## config.mk

```make
export PLATFORM = sky130hd
export DESIGN_NAME = codel_drop_decision_top_flat
export DESIGN_NICKNAME = d
export VERILOG_FILES = /design/src/rtl/core/cdd_pkg.sv /design/src/rtl/core/cdd_if.sv /design/src/rtl/core/codel_drop_decision_top.sv /design/src/rtl/core/cdd_dpath.sv /design/src/rtl/core/cdd_ctrl.sv /design/src/flat_wrapper.sv
export VERILOG_INCLUDE_DIRS = /design/src /design/src/rtl/core
export SDC_FILE = /design/constraint.sdc
export NUM_CORES = 2
export LEC_CHECK = 0
export BUFFER_PORTS_ARGS = -buffer_cell sky130_fd_sc_hd__buf_2
export CAP_MARGIN = 20
export CELL_PAD_IN_SITES_DETAIL_PLACEMENT = 0
export CELL_PAD_IN_SITES_GLOBAL_PLACEMENT = 1
export CORE_UTILIZATION = 50
export CTS_CLUSTER_DIAMETER = 50
export CTS_CLUSTER_SIZE = 40
export DETAILED_ROUTE_END_ITERATION = 12
export PLACE_DENSITY_LB_ADDON = 0.3
export SYNTH_ARGS = -nofsm -noshare
export SYNTH_HDL_FRONTEND = slang
export SYNTH_SLANG_ARGS = --single-unit
export TNS_END_PERCENT = 10
```

## constraint.sdc

```tcl
create_clock -name clk -period 10.45 [get_ports clk]
set_input_delay 0.5225 -clock clk [delete_from_list [all_inputs] [get_ports clk]]
set_output_delay 0.5225 -clock clk [all_outputs]
set_load 0.005 [all_outputs]
```

## src/rtl/core/assert_macros.svh

```systemverilog
// ---------------------------------------------------------------------------
// Assertion macros
// Shared concurrent assertion forms, clocked on clk and disabled in reset.
// ---------------------------------------------------------------------------
`ifndef ASSERT_MACROS_SVH
`define ASSERT_MACROS_SVH

// Property that must hold at every clock edge outside reset.
`define ASSERT_ALWAYS(label, prop, msg) \
  label: assert property (@(posedge clk) disable iff (!rst_n) (prop)) else $error(msg);

// Antecedent in one cycle requires the consequent in the next cycle.
`define ASSERT_NEXT(label, ante, cons, msg) \
  label: assert property (@(posedge clk) disable iff (!rst_n) (ante) |=> (cons)) else $error(msg);

`endif

```

## src/rtl/core/cdd_pkg.sv

```systemverilog
// ---------------------------------------------------------------------------
// cdd_pkg
// Types, constants and command/status bundles of the CoDel drop decision.
// ---------------------------------------------------------------------------
`default_nettype none

package cdd_pkg;

  // Fraction bits of the reciprocal square root and its alignment in 32 bits.
  localparam int RECIP_BITS = 16;
  localparam int INV_SHIFT  = 32 - RECIP_BITS;
  localparam logic [RECIP_BITS-1:0] INV_MASK = '1;

  // Catch-up iterations allowed for one packet.
  localparam int CATCHUP_MAX = 64;
  localparam int CNT_W       = $clog2(CATCHUP_MAX + 1);

  // 3.0 in the Q32 format of the Newton step.
  localparam logic [63:0] NEWTON_THREE = 64'd3 << 32;

  // Configuration port.
  localparam int CFG_IDX_W  = 2;
  localparam int CFG_DATA_W = 64;

  localparam logic [63:0] TARGET_RESET   = 64'd5000000;
  localparam logic [63:0] INTERVAL_RESET = 64'd100000000;
  localparam logic [15:0] BACKLOG_RESET  = 16'd1;

  typedef enum logic [CFG_IDX_W-1:0] {
    CFG_TARGET      = 2'd0,
    CFG_INTERVAL    = 2'd1,
    CFG_MIN_BACKLOG = 2'd2
  } cfg_idx_t;

  typedef enum logic [3:0] {
    ST_IDLE,
    ST_EVAL,
    ST_DECIDE,
    ST_CHECK,
    ST_N_SQ,
    ST_N_MUL,
    ST_N_SUB,
    ST_N_VLO,
    ST_N_VHI,
    ST_N_UPD,
    ST_L_LO,
    ST_L_HI,
    ST_L_UPD,
    ST_OUT
  } cdd_state_t;

  // Operand selection of the shared 32x32 multiplier.
  typedef enum logic [2:0] {
    MUL_NONE,
    MUL_INV_SQ,
    MUL_DROPS_INV2,
    MUL_V_LO,
    MUL_V_HI,
    MUL_IVL_LO,
    MUL_IVL_HI
  } mul_op_t;

  typedef struct packed {
    logic    load;
    logic    eval;
    logic    leave_drop;
    logic    enter_drop;
    logic    clr_n;
    logic    step_drop;
    mul_op_t mul_op;
    logic    calc_v;
    logic    upd_inv;
    logic    upd_ndt;
    logic    base_now;
    logic    set_last;
    logic    out_load;
  } cdd_cmd_t;

  typedef struct packed {
    logic dropping;
    logic eligible;
    logic restart;
    logic now_ge_ndt;
    logic n_at_max;
  } cdd_status_t;

endpackage

`default_nettype wire

```

## src/rtl/core/cdd_if.sv

```systemverilog
// ---------------------------------------------------------------------------
// cdd_if
// Valid/ready channels for dequeued packets and drop decisions.
// ---------------------------------------------------------------------------
`default_nettype none

interface cdd_in_if;
  logic        valid;
  logic        ready;
  logic [15:0] queue_length;
  logic [63:0] enqueue_time;
  logic [63:0] now_time;

  modport source (output valid, output queue_length, output enqueue_time,
                  output now_time, input ready);
  modport sink   (input valid, input queue_length, input enqueue_time,
                  input now_time, output ready);
endinterface

interface cdd_out_if;
  logic        valid;
  logic        ready;
  logic        drop;
  logic [63:0] sojourn;
  logic        in_dropping;
  logic [31:0] drop_count;

  modport source (output valid, output drop, output sojourn, output in_dropping,
                  output drop_count, input ready);
  modport sink   (input valid, input drop, input sojourn, input in_dropping,
                  input drop_count, output ready);
endinterface

`default_nettype wire

```

## src/rtl/core/codel_drop_decision_top.sv

```systemverilog
// ---------------------------------------------------------------------------
// codel_drop_decision_top
// CoDel drop decision for each dequeued packet, controller plus datapath.
// ---------------------------------------------------------------------------
//
//   Channel   Dir   Handshake      Payload
//   in_ch     in    valid/ready    queue_length, enqueue_time, now_time
//   out_ch    out   valid/ready    drop, sojourn, in_dropping, drop_count
//   cfg_*     in    cfg_we only    cfg_index, cfg_wdata (64 bit)
//
// A packet that does not enter dropping state or stay in it with catch-up
// goes from the decision straight to the output register. Entering dropping
// state runs a control-law step, preceded by a Newton step when the count
// resumes. Each catch-up drop runs one Newton step and one control-law step
// on the single shared 32x32 multiplier, at most 64 of them per packet.
// Reset is synchronous and restores the state and configuration registers.
// A finished result waits in the output register; the next packet is taken
// meanwhile and only its own result waits for the register to empty.
// ---------------------------------------------------------------------------
`default_nettype none

`include "assert_macros.svh"

module codel_drop_decision_top import cdd_pkg::*; (
  input  logic                  clk,
  input  logic                  rst_n,
  cdd_in_if.sink                in_ch,
  cdd_out_if.source             out_ch,
  input  logic                  cfg_we,
  input  logic [CFG_IDX_W-1:0]  cfg_index,
  input  logic [CFG_DATA_W-1:0] cfg_wdata
);

  // Command and status bundles between the sequencer and the datapath.
  cdd_cmd_t    cmd;
  cdd_status_t status;

  // A reported drop is consistent with the reported state.
  logic        drop_ok;

  // The sequencer owns the handshakes; the datapath owns every value.
  cdd_ctrl u_ctrl (
    .clk       (clk),
    .rst_n     (rst_n),
    .in_valid  (in_ch.valid),
    .in_ready  (in_ch.ready),
    .out_valid (out_ch.valid),
    .out_ready (out_ch.ready),
    .status    (status),
    .cmd       (cmd)
  );

  cdd_dpath u_dpath (
    .clk             (clk),
    .rst_n           (rst_n),
    .cmd             (cmd),
    .status          (status),
    .cfg_we          (cfg_we),
    .cfg_index       (cfg_index),
    .cfg_wdata       (cfg_wdata),
    .in_queue_length (in_ch.queue_length),
    .in_enqueue_time (in_ch.enqueue_time),
    .in_now_time     (in_ch.now_time),
    .out_drop        (out_ch.drop),
    .out_sojourn     (out_ch.sojourn),
    .out_in_dropping (out_ch.in_dropping),
    .out_drop_count  (out_ch.drop_count)
  );

  assign drop_ok = !out_ch.drop || out_ch.in_dropping;

  // Only one packet is in flight: after a transfer the input stays closed.
  `ASSERT_NEXT(a_one_in_flight, in_ch.valid && in_ch.ready, !in_ch.ready, "input taken while busy")

  // A packet is only dropped while the block is in dropping state.
  `ASSERT_ALWAYS(a_drop_in_state, !out_ch.valid || drop_ok, "drop outside dropping state")

endmodule

`default_nettype wire

```

## src/rtl/core/cdd_dpath.sv

```systemverilog
// ---------------------------------------------------------------------------
// cdd_dpath
// Registers, shared multiplier and arithmetic of the drop decision.
// ---------------------------------------------------------------------------
`default_nettype none

module cdd_dpath import cdd_pkg::*; (
  input  logic                  clk,
  input  logic                  rst_n,
  input  cdd_cmd_t              cmd,
  output cdd_status_t           status,
  input  logic                  cfg_we,
  input  logic [CFG_IDX_W-1:0]  cfg_index,
  input  logic [CFG_DATA_W-1:0] cfg_wdata,
  input  logic [15:0]           in_queue_length,
  input  logic [63:0]           in_enqueue_time,
  input  logic [63:0]           in_now_time,
  output logic                  out_drop,
  output logic [63:0]           out_sojourn,
  output logic                  out_in_dropping,
  output logic [31:0]           out_drop_count
);

  logic [63:0]           target_r;
  logic [63:0]           interval_r;
  logic [15:0]           min_backlog_r;

  logic [63:0]           first_above_r;
  logic [63:0]           ndt_r;
  logic [31:0]           drops_r;
  logic [31:0]           last_drops_r;
  logic                  dropping_r;
  logic [RECIP_BITS-1:0] inv_r;
  logic [CNT_W-1:0]      n_r;

  logic [15:0]           qlen_r;
  logic [63:0]           now_r;
  logic [63:0]           sojourn_r;
  logic                  eligible_r;
  logic [63:0]           prod_r;
  logic [63:0]           lo_r;
  logic [63:0]           v_r;

  logic                  out_drop_r;
  logic [63:0]           out_sojourn_r;
  logic                  out_dropping_r;
  logic [31:0]           out_count_r;

  logic [31:0]           inv32;
  logic [31:0]           mul_a;
  logic [31:0]           mul_b;
  logic [63:0]           mul_p;
  logic [63:0]           first_above_nxt;
  logic                  eligible_nxt;
  logic [63:0]           v_nxt;
  logic [63:0]           newton_sum;
  logic [RECIP_BITS-1:0] inv_nxt;
  logic [31:0]           law_step;
  logic [63:0]           ndt_nxt;
  logic [31:0]           delta;

  assign inv32 = 32'(inv_r) << INV_SHIFT;

  always_comb begin
    unique case (cmd.mul_op)
      MUL_INV_SQ:     begin mul_a = inv32;             mul_b = inv32;         end
      MUL_DROPS_INV2: begin mul_a = drops_r;           mul_b = prod_r[63:32]; end
      MUL_V_LO:       begin mul_a = v_r[31:0];         mul_b = inv32;         end
      MUL_V_HI:       begin mul_a = v_r[63:32];        mul_b = inv32;         end
      MUL_IVL_LO:     begin mul_a = interval_r[31:0];  mul_b = inv32;         end
      MUL_IVL_HI:     begin mul_a = interval_r[63:32]; mul_b = inv32;         end
      default:        begin mul_a = '0;                mul_b = '0;            end
    endcase
  end

  assign mul_p = mul_a * mul_b;

  // Sliding window: a sojourn at or above target for a whole interval qualifies.
  always_comb begin
    first_above_nxt = first_above_r;
    eligible_nxt    = 1'b0;
    if ((sojourn_r < target_r) || (qlen_r <= min_backlog_r)) begin
      first_above_nxt = '0;
    end else if (first_above_r == '0) begin
      first_above_nxt = now_r + interval_r;
    end else if (now_r >= first_above_r) begin
      eligible_nxt = 1'b1;
    end
  end

  // Newton step pieces; the wide product is rebuilt from two 32-bit halves.
  assign v_nxt      = (NEWTON_THREE - prod_r) >> 2;
  assign newton_sum = lo_r + {prod_r[31:0], 32'd0};
  assign inv_nxt    = newton_sum[31+INV_SHIFT +: RECIP_BITS];

  // Control law: upper word of interval * inv, truncated to 32 bits.
  assign law_step = lo_r[63:32] + prod_r[31:0];
  assign ndt_nxt  = (cmd.base_now ? now_r : ndt_r) + 64'(law_step);

  assign delta = drops_r - last_drops_r;

  assign status.dropping   = dropping_r;
  assign status.eligible   = eligible_r;
  assign status.restart    = (delta > 32'd1) && ((now_r - ndt_r) < (interval_r << 4));
  assign status.now_ge_ndt = now_r >= ndt_r;
  assign status.n_at_max   = n_r == CNT_W'(CATCHUP_MAX);

  always_ff @(posedge clk) begin
    if (!rst_n) begin
      target_r      <= TARGET_RESET;
      interval_r    <= INTERVAL_RESET;
      min_backlog_r <= BACKLOG_RESET;
      first_above_r <= '0;
      ndt_r         <= '0;
      drops_r       <= '0;
      last_drops_r  <= '0;
      dropping_r    <= 1'b0;
      inv_r         <= '0;
      n_r           <= '0;
    end else begin
      if (cfg_we) begin
        unique case (cfg_index)
          CFG_TARGET:      target_r      <= cfg_wdata;
          CFG_INTERVAL:    interval_r    <= cfg_wdata;
          CFG_MIN_BACKLOG: min_backlog_r <= cfg_wdata[15:0];
          default:         ;
        endcase
      end
      if (cmd.eval) begin
        first_above_r <= first_above_nxt;
      end
      if (cmd.leave_drop) begin
        dropping_r <= 1'b0;
      end
      if (cmd.enter_drop) begin
        dropping_r <= 1'b1;
        if (status.restart) begin
          drops_r <= delta;
        end else begin
          drops_r <= 32'd1;
          inv_r   <= INV_MASK;
        end
      end
      if (cmd.clr_n) begin
        n_r <= '0;
      end
      if (cmd.step_drop) begin
        drops_r <= drops_r + 32'd1;
        n_r     <= n_r + CNT_W'(1);
      end
      if (cmd.upd_inv) begin
        inv_r <= inv_nxt;
      end
      if (cmd.upd_ndt) begin
        ndt_r <= ndt_nxt;
      end
      if (cmd.set_last) begin
        last_drops_r <= drops_r;
      end
    end
  end

  always_ff @(posedge clk) begin
    if (cmd.load) begin
      qlen_r    <= in_queue_length;
      now_r     <= in_now_time;
      sojourn_r <= in_now_time - in_enqueue_time;
    end
    if (cmd.eval) begin
      eligible_r <= eligible_nxt;
    end
    if (cmd.mul_op != MUL_NONE) begin
      prod_r <= mul_p;
    end
    if ((cmd.mul_op == MUL_V_HI) || (cmd.mul_op == MUL_IVL_HI)) begin
      lo_r <= prod_r;
    end
    if (cmd.calc_v) begin
      v_r <= v_nxt;
    end
    if (cmd.out_load) begin
      out_drop_r     <= eligible_r;
      out_sojourn_r  <= sojourn_r;
      out_dropping_r <= dropping_r;
      out_count_r    <= drops_r;
    end
  end

  assign out_drop        = out_drop_r;
  assign out_sojourn     = out_sojourn_r;
  assign out_in_dropping = out_dropping_r;
  assign out_drop_count  = out_count_r;

endmodule

`default_nettype wire

```

## src/rtl/core/cdd_ctrl.sv

```systemverilog
// ---------------------------------------------------------------------------
// cdd_ctrl
// Sequencer of one packet decision: window check, entry, leaving, catch-up loop.
// ---------------------------------------------------------------------------
`default_nettype none

module cdd_ctrl import cdd_pkg::*; (
  input  logic        clk,
  input  logic        rst_n,
  input  logic        in_valid,
  output logic        in_ready,
  output logic        out_valid,
  input  logic        out_ready,
  input  cdd_status_t status,
  output cdd_cmd_t    cmd
);

  cdd_state_t state_r;
  cdd_state_t state_nxt;
  logic       catchup_r;
  logic       catchup_nxt;
  logic       out_valid_r;
  logic       out_valid_nxt;

  always_ff @(posedge clk) begin
    if (!rst_n) begin
      state_r     <= ST_IDLE;
      catchup_r   <= 1'b0;
      out_valid_r <= 1'b0;
    end else begin
      state_r     <= state_nxt;
      catchup_r   <= catchup_nxt;
      out_valid_r <= out_valid_nxt;
    end
  end

  always_comb begin
    state_nxt   = state_r;
    catchup_nxt = catchup_r;
    cmd         = '0;
    cmd.mul_op  = MUL_NONE;
    unique case (state_r)
      ST_IDLE: begin
        if (in_valid) begin
          cmd.load  = 1'b1;
          state_nxt = ST_EVAL;
        end
      end
      ST_EVAL: begin
        cmd.eval  = 1'b1;
        state_nxt = ST_DECIDE;
      end
      ST_DECIDE: begin
        if (status.dropping) begin
          if (!status.eligible) begin
            cmd.leave_drop = 1'b1;
            state_nxt      = ST_OUT;
          end else begin
            cmd.clr_n   = 1'b1;
            catchup_nxt = 1'b1;
            state_nxt   = ST_CHECK;
          end
        end else if (status.eligible) begin
          cmd.enter_drop = 1'b1;
          catchup_nxt    = 1'b0;
          state_nxt      = status.restart ? ST_N_SQ : ST_L_LO;
        end else begin
          state_nxt = ST_OUT;
        end
      end
      ST_CHECK: begin
        if (status.now_ge_ndt && !status.n_at_max) begin
          cmd.step_drop = 1'b1;
          state_nxt     = ST_N_SQ;
        end else begin
          state_nxt = ST_OUT;
        end
      end
      ST_N_SQ: begin
        cmd.mul_op = MUL_INV_SQ;
        state_nxt  = ST_N_MUL;
      end
      ST_N_MUL: begin
        cmd.mul_op = MUL_DROPS_INV2;
        state_nxt  = ST_N_SUB;
      end
      ST_N_SUB: begin
        cmd.calc_v = 1'b1;
        state_nxt  = ST_N_VLO;
      end
      ST_N_VLO: begin
        cmd.mul_op = MUL_V_LO;
        state_nxt  = ST_N_VHI;
      end
      ST_N_VHI: begin
        cmd.mul_op = MUL_V_HI;
        state_nxt  = ST_N_UPD;
      end
      ST_N_UPD: begin
        cmd.upd_inv = 1'b1;
        state_nxt   = ST_L_LO;
      end
      ST_L_LO: begin
        cmd.mul_op = MUL_IVL_LO;
        state_nxt  = ST_L_HI;
      end
      ST_L_HI: begin
        cmd.mul_op = MUL_IVL_HI;
        state_nxt  = ST_L_UPD;
      end
      ST_L_UPD: begin
        cmd.upd_ndt  = 1'b1;
        cmd.base_now = !catchup_r;
        if (catchup_r) begin
          state_nxt = ST_CHECK;
        end else begin
          cmd.set_last = 1'b1;
          state_nxt    = ST_OUT;
        end
      end
      ST_OUT: begin
        if (!out_valid_r || out_ready) begin
          cmd.out_load = 1'b1;
          state_nxt    = ST_IDLE;
        end
      end
      default: begin
        state_nxt = ST_IDLE;
      end
    endcase
  end

  always_comb begin
    if (cmd.out_load) begin
      out_valid_nxt = 1'b1;
    end else if (out_ready) begin
      out_valid_nxt = 1'b0;
    end else begin
      out_valid_nxt = out_valid_r;
    end
  end

  assign in_ready  = (state_r == ST_IDLE);
  assign out_valid = out_valid_r;

endmodule

`default_nettype wire

```

## src/flat_wrapper.sv

```systemverilog
// flat-port wrapper written by rule: the top's interface ports become plain ports
module codel_drop_decision_top_flat import cdd_pkg::*;
  (clk, rst_n, cfg_we, cfg_index, cfg_wdata, in_ch_valid, in_ch_queue_length, in_ch_enqueue_time, in_ch_now_time, in_ch_ready, out_ch_valid, out_ch_drop, out_ch_sojourn, out_ch_in_dropping, out_ch_drop_count, out_ch_ready);
  cdd_in_if in_ch_i ();
  cdd_out_if out_ch_i ();
  input  logic clk;
  input  logic rst_n;
  input  logic cfg_we;
  input  logic [CFG_IDX_W-1:0] cfg_index;
  input  logic [CFG_DATA_W-1:0] cfg_wdata;
  input wire logic [$bits(in_ch_i.valid)-1:0] in_ch_valid;
  input wire logic [$bits(in_ch_i.queue_length)-1:0] in_ch_queue_length;
  input wire logic [$bits(in_ch_i.enqueue_time)-1:0] in_ch_enqueue_time;
  input wire logic [$bits(in_ch_i.now_time)-1:0] in_ch_now_time;
  output wire logic [$bits(in_ch_i.ready)-1:0] in_ch_ready;
  output wire logic [$bits(out_ch_i.valid)-1:0] out_ch_valid;
  output wire logic [$bits(out_ch_i.drop)-1:0] out_ch_drop;
  output wire logic [$bits(out_ch_i.sojourn)-1:0] out_ch_sojourn;
  output wire logic [$bits(out_ch_i.in_dropping)-1:0] out_ch_in_dropping;
  output wire logic [$bits(out_ch_i.drop_count)-1:0] out_ch_drop_count;
  input wire logic [$bits(out_ch_i.ready)-1:0] out_ch_ready;
  assign in_ch_i.valid = in_ch_valid;
  assign in_ch_i.queue_length = in_ch_queue_length;
  assign in_ch_i.enqueue_time = in_ch_enqueue_time;
  assign in_ch_i.now_time = in_ch_now_time;
  assign in_ch_ready = in_ch_i.ready;
  assign out_ch_valid = out_ch_i.valid;
  assign out_ch_drop = out_ch_i.drop;
  assign out_ch_sojourn = out_ch_i.sojourn;
  assign out_ch_in_dropping = out_ch_i.in_dropping;
  assign out_ch_drop_count = out_ch_i.drop_count;
  assign out_ch_i.ready = out_ch_ready;
  codel_drop_decision_top u_core (.clk(clk), .rst_n(rst_n), .in_ch(in_ch_i), .out_ch(out_ch_i), .cfg_we(cfg_we), .cfg_index(cfg_index), .cfg_wdata(cfg_wdata));
endmodule
```

### Word-level counts from Yosys, hierarchy flattened

Index checks and enable logic that the tools add are counted.

* add/subtract/negate cells: 10
* multipliers: 1
* $lt $le $gt $ge: 6
* equality and inequality tests: 25
* multiplexer cells: 48
* reductions and logical operators: 27

Operator list (count)
* $mux 64: 3
* $pmux 32 s6: 1
* $ge 64x64->1: 2
* $lt 64x64->1: 2
* $sub 64x64->64: 2
* $mux 32: 3
* $add 64x32->64: 1
* $add 64x64->64: 1
* $logic_not 64->1: 1
* $mul 32x32->64: 1
* $pmux 32 s2: 1
* $sub 34x64->64 const A: 1
* $add 63x63->63: 1
* $pmux 4 s14: 1
* $mux 16: 3
* $add 32x1->32 const B: 1
* $add 32x32->32: 1
* $gt 32x1->1 const B: 1
* $mux 4: 8
* $sub 32x32->32: 1
* $eq 4x4->1 const B: 6
* $mux 1: 23
* $pmux 3 s6: 1
* $eq 4x3->1 const B: 4
* other kinds (24): 47

* bits in registers: 799
* output and inout port bits: 100
* word-level logic and storage cells: 141

### Logic depth before layout (Yosys ltp)

* depth after elaboration: 7
* depth in mapped cells: 37
* gate-level depth less buffers: 33

### Modules after synthesis

Synthesis repeated with hierarchy kept, for this count alone.

* cell total of the unflattened synthesis: 9492
* area total of the unflattened synthesis: 82929.5 sq um

Modules (own cells, without submodules)
* cdd_dpath: times used 1, cells an instance 9412, area each 82334.0 sq um, sequential area each 19248.5 sq um
* cdd_ctrl: times used 1, cells an instance 80, area each 595.6 sq um, sequential area each 120.1 sq um

### Worst setup path after synthesis

Ideal clock, no wire load.

* path kind: reg2reg
* start: reg u_core.u_ctrl.state_r[3]
* end: reg u_core.u_dpath.prod_r[62], data pin
* arrival: 9302 ps
* required time: 10193 ps
* slack: 891 ps
* stages on the path, launching flop included: 36
* buffers on the path: 6
* cells stage by stage: dfxtp_1 clkbuf_1 nand2b_1 nor2_1 clkbuf_1 clkbuf_1 clkbuf_1 clkbuf_1 nand2_1 clkbuf_1 nor2_1 fa_1 fa_1 fa_1 inv_1 fa_1 inv_1 fa_1 inv_1 fa_1 inv_1 fa_1 fa_1 ha_1 a21oi_1 o21ai_0 a2111oi_0 nand2_1 a221oi_1 o221ai_1 o21a_1 a211o_1 nand2_1 a21oi_1 o41a_1 xor2_1

* cells in the longest elaborated chain, start to end: 6

RTL lines
* start, declared: line cdd_ctrl.sv:18 `cdd_state_t state_r;`
* start signal, assigned: line cdd_ctrl.sv:31 `state_r <= state_nxt;`
* $eq 4x4->1 / $eq 4x3->1 (equally long branches): line cdd_ctrl.sv:42 `unique case (state_r)`
* $pmux 3 s6 (*): line cdd_ctrl.sv:42
* $eq 3x3->1, or another cell as far along: line cdd_dpath.sv:65 `unique case (cmd.mul_op)`
* $reduce_or 5->1 (no line)
* $pmux 32 s2: line cdd_dpath.sv:65
* $mul 32x32->64 (*): line cdd_dpath.sv:76 `assign mul_p = mul_a * mul_b;`
* via u_core.u_dpath.mul_p[62]: line cdd_dpath.sv:52 `logic [63:0] mul_p;`
* end signal, assigned: line cdd_dpath.sv:173 `prod_r <= mul_p;`
* end, declared: line cdd_dpath.sv:40 `logic [63:0] prod_r;`

Mark *: on every way through the listed nets, which the timed path passes. The rest lies on a longest branch.
A chain may end at the register's enable or synchronous reset.

### Final worst setup path

* start: reg u_core.u_ctrl.state_r[1]
* end: reg u_core.u_dpath.prod_r[62], data pin

Same word-level chain as after synthesis.

==> impl_metrics.toml <==
[outcome]
status = "finished clean"

[synthesis]
synth_edf_count = 401
avgSynthCellArea_um2 = 8.67
synth_cells = 9486
yosysSeqAreaShare_pct = 23.5
syn_area_um2 = 82300
yosys_warnings = 0
async_reset_ff_share_pct = 0
ys_types = 91
synth_fp_nets = 11400
ys_seq_elements = 767
synth.top_cell.area_share_pct = 21.9
synth_area_leader_cell = "fa_1"
synth_ff_type = "edfxtp_1"
ys_top_cells_by_area = "fa_1 22%, edfxtp_1 15%, ha_1 11%"

[floorplanning]
core_area_um2 = 163000
dieArea_um2 = 166000
initial_utilization_pct = 50.4
chipWidth_um = 408
die_y_um = 408
ios = 315
std_cell_rows = 148

[critical_path]
cp-end-kind = "flop"
worstPathArrival_ns = 10.72
cp.depth = 35
startpoint_type = "flop"
reg2reg_to = "u_core.u_dpath.prod_r[62]$_DFFE_PP_"
path_buf_inv = 10
r2r_setup_slack_ns = 0.22
crit_path_top_delay_cell = "a2111oi_2"
crit_required_ns = 10.94
cpPeakStageDelay_ns = 0.59
rr_startpoint = "u_core.u_ctrl.state_r[1]$_SDFFE_PN0P_"
cp_top_family = "adder cells"
cp_common_cell = "fa_1"
path_class = "flop to flop"
ff2ff_path_depth = 35
critPathMaxFanout = 25

[sta]
period_needed_ns = 10.23
setup_violations = 0
skew_ns = 0.0413
slew_headroom_pct = 21.1
hold_violations = 0
post-route-period-util_pct = 97.9
rsz0062_at_grt = "false"
tns_ns = 0
slew_violations = 0
fmaxAchievable_ghz = 0.0977
worst_pin_slew_ns = 1.17

[route]
routed_wl_mm = 314
routed-via-count = 72300
first_iter_violations = 7552
drc = 0
routedWlPerCell_um = 25.9
first_pass_iters = 8
avgViaCountPerCell = 5.96
final_antenna_net_count = 0

[power_and_ir_drop]
pwr_density_cell_nw_per_um2 = 193
total_power_mw = 17.7
leakagePower_nw = 40.2
peakVddDrop_mv = 0.229

[layout]
postLayoutCoreUtil_pct = 56.5
drive_above_1_share_pct = 9.03
fin_nets = 11700
areaGrowthSynthToFinish_pct = 12.0

[clocking]
root_buffer = "clkbuf_16"
htreeDepth = 3
cts.reportedPaths.clkPinSlew_ns = 0.08
cts_sinks = 767
clk_latency_ns = 0.77
cts_tree = "built"
clk_path_buf_depth = 3
numCtsBuffers = 100

[placed_design]
io_buffers = 314
gp_congestion = 1.06
dp_hpwl_mm = 253

[global_routing]
antenna_found_initial = 13
grt_max_degree = 94
grt_pass1_vias = 71500
grt_remaining_overflow = 0
grt_use_total_pct = 37.5
grt_pass1_wl_mm = 463

[hold_path]
hold_depth = 3
min_from = "cfg_wdata[6]"
hold_class = "input pin to flop"
holdPathEnd = "u_core.u_dpath.interval_r[6]$_SDFFE_PN0P_"

[run]
cap_viol_max_count = 0
## synth_stat cells (54+ instances only)
| master | count |
|---|---|
| nand2_1 | 1297 |
| inv_1 | 1317 |
| nor4_1 | 55 |
| nor2_1 | 883 |
| a21oi_1 | 684 |
| nand3_1 | 216 |
| nand4_1 | 133 |
| xnor2_1 | 230 |
| nor2b_1 | 72 |
| a22oi_1 | 99 |
| a21o_1 | 253 |
| a31oi_1 | 56 |
| edfxtp_1 | 401 |
| nor3_1 | 94 |
| nand2b_1 | 63 |
| xor2_1 | 159 |
| fa_1 | 901 |
| clkbuf_1 | 392 |
| ha_1 | 752 |
| dfxtp_1 | 366 |
| o21ai_0 | 299 |
| and3_1 | 54 |
| o21a_1 | 77 |
## layout by cell type, fill, tap and decap left out, types with 63 or more instances in the layout
cell type and count:
nor3_1 91, xor2_1 159, fa_1 901, clkbuf_16 100, edfxtp_1 401, nor2b_1 71, o21a_1 77, o21ai_0 297
buf_4 285, a21o_1 253, nand4_1 133, a22oi_1 94, nand2_1 1294, nand3_1 216, nand2b_1 63, dfxtp_1 366
nor2_1 876, ha_1 752, buf_2 313, inv_1 1316, dlygate4sd3_1 104, a21oi_1 684, xnor2_1 230
## metal layers
| layer | global-route usage [%] | up-vias | wire length [um] |
|---|---|---|---|
| li1 | - | 32400 | - |
| met1 | 48.4 | 35600 | 125000 |
| met2 | 58.6 | 3453 | 140000 |
| met4 | 21.0 | 6 | 20800 |
| met5 | 0 | - | 44 |
| met3 | 7.59 | 860 | 28900 |
## cells by family after synthesis
| kind of cell | synth area share (%) |
|---|---|
| AND/OR/NAND/NOR | 16.5 |
| buffers and inverters | 7.98 |
| AO/OA/AOI/OAI | 14.1 |
| flip-flops | 23.5 |
| adder cells (fa/ha/maj) | 33.4 |
| XOR/XNOR | 4.14 |
| multiplexers | 0.345 |
## power breakdown
group | internal [mW] | leakage (nW) | switching (mW) | total [mW]
Sequential | 3.94 | 6.67 | 0.955 | 4.89
Combinational | 3.16 | 31.7 | 5.92 | 9.08
Clock | 2.06 | 1.77 | 1.71 | 3.77
Total | 9.16 | 40.2 | 8.58 | 17.7
## final cells by class
| class | instances | area (um2) |
|---|---|---|
| Antenna cell | 6 | 15.0 |
| Timing Repair Buffer | 710 | 4870 |
| Sequential cell | 767 | 19400 |
| Multi-Input combinational cell | 6970 | 56500 |
| Tap cell | 2175 | 2720 |
| Clock buffer | 104 | 2530 |
| Inverter | 1318 | 4950 |
| Clock inverter | 85 | 1130 |
| Fill cell | 14900 | 71000 |
## through the flow
stage | instances | setup slack (ns) | hold WS, ns | area [um2]
floorplan | 9486 | 0.891 | 0.417 | 82300
detailed placement | 11800 | -0.0223 | 0.439 | 87300
CTS | 12100 | 0.0530 | 0.000485 | 92000
finish | 12100 | 0.219 | 0.0354 | 92100
global placement | 11800 | 0.0897 | 0.435 | 87300
global route | 12100 | 0.0110 | 0.0298 | 92100
## timing repair
action / 4_1_cts / 5_1_grt
endpoints found under the setup margin: 2 / 9
endpoints found under the hold margin: 114 / 0
buffers inserted: 0 / 2
resized for setup: 1 / 15
hold buffers: 104 / 0
pin swaps: 0 / 2
## worst max path at each step
stage | start | endpoint | slack, ns
2_1_floorplan | u_core.u_ctrl.state_r[3]$_SDFFE_PN0P_ | u_core.u_dpath.prod_r[62]$_DFFE_PP_ | 0.89
3_3_place_gp | u_core.u_ctrl.state_r[1]$_SDFFE_PN0P_ | u_core.u_dpath.prod_r[62]$_DFFE_PP_ | 0.09
3_5_place_dp | u_core.u_ctrl.state_r[1]$_SDFFE_PN0P_ | u_core.u_dpath.prod_r[62]$_DFFE_PP_ | -0.02
4_1_cts | u_core.u_ctrl.state_r[1]$_SDFFE_PN0P_ | u_core.u_dpath.prod_r[62]$_DFFE_PP_ | 0.05
5_1_grt | u_core.u_ctrl.state_r[1]$_SDFFE_PN0P_ | u_core.u_dpath.prod_r[62]$_DFFE_PP_ | 0.01
6_report | u_core.u_ctrl.state_r[1]$_SDFFE_PN0P_ | u_core.u_dpath.prod_r[62]$_DFFE_PP_ | 0.22
## state kept, by name (all words and copies together), names as in the netlist, 62 cells and up
name	count
u_core.u_dpath.target_r	64
u_core.u_dpath.ndt_r	64
u_core.u_dpath.out_sojourn	64
u_core.u_dpath.sojourn_r	64
u_core.u_dpath.interval_r	64
u_core.u_dpath.now_r	64
u_core.u_dpath.v_r	62
u_core.u_dpath.prod_r	64
u_core.u_dpath.first_above_r	64
## worst reg2reg max path, delay by kind of cell, from the launching register on
kind	cells	cell delay [ns]
AOI/OAI and AO/OA	9	2.34
xor gates and xnor gates	1	0.15
and+or+nand+nor	6	1.08
DFF	1	0.48
buffers and inverters	10	1.72
adders and majority gates	9	4.19
Power figures use the tool's default switching activity.
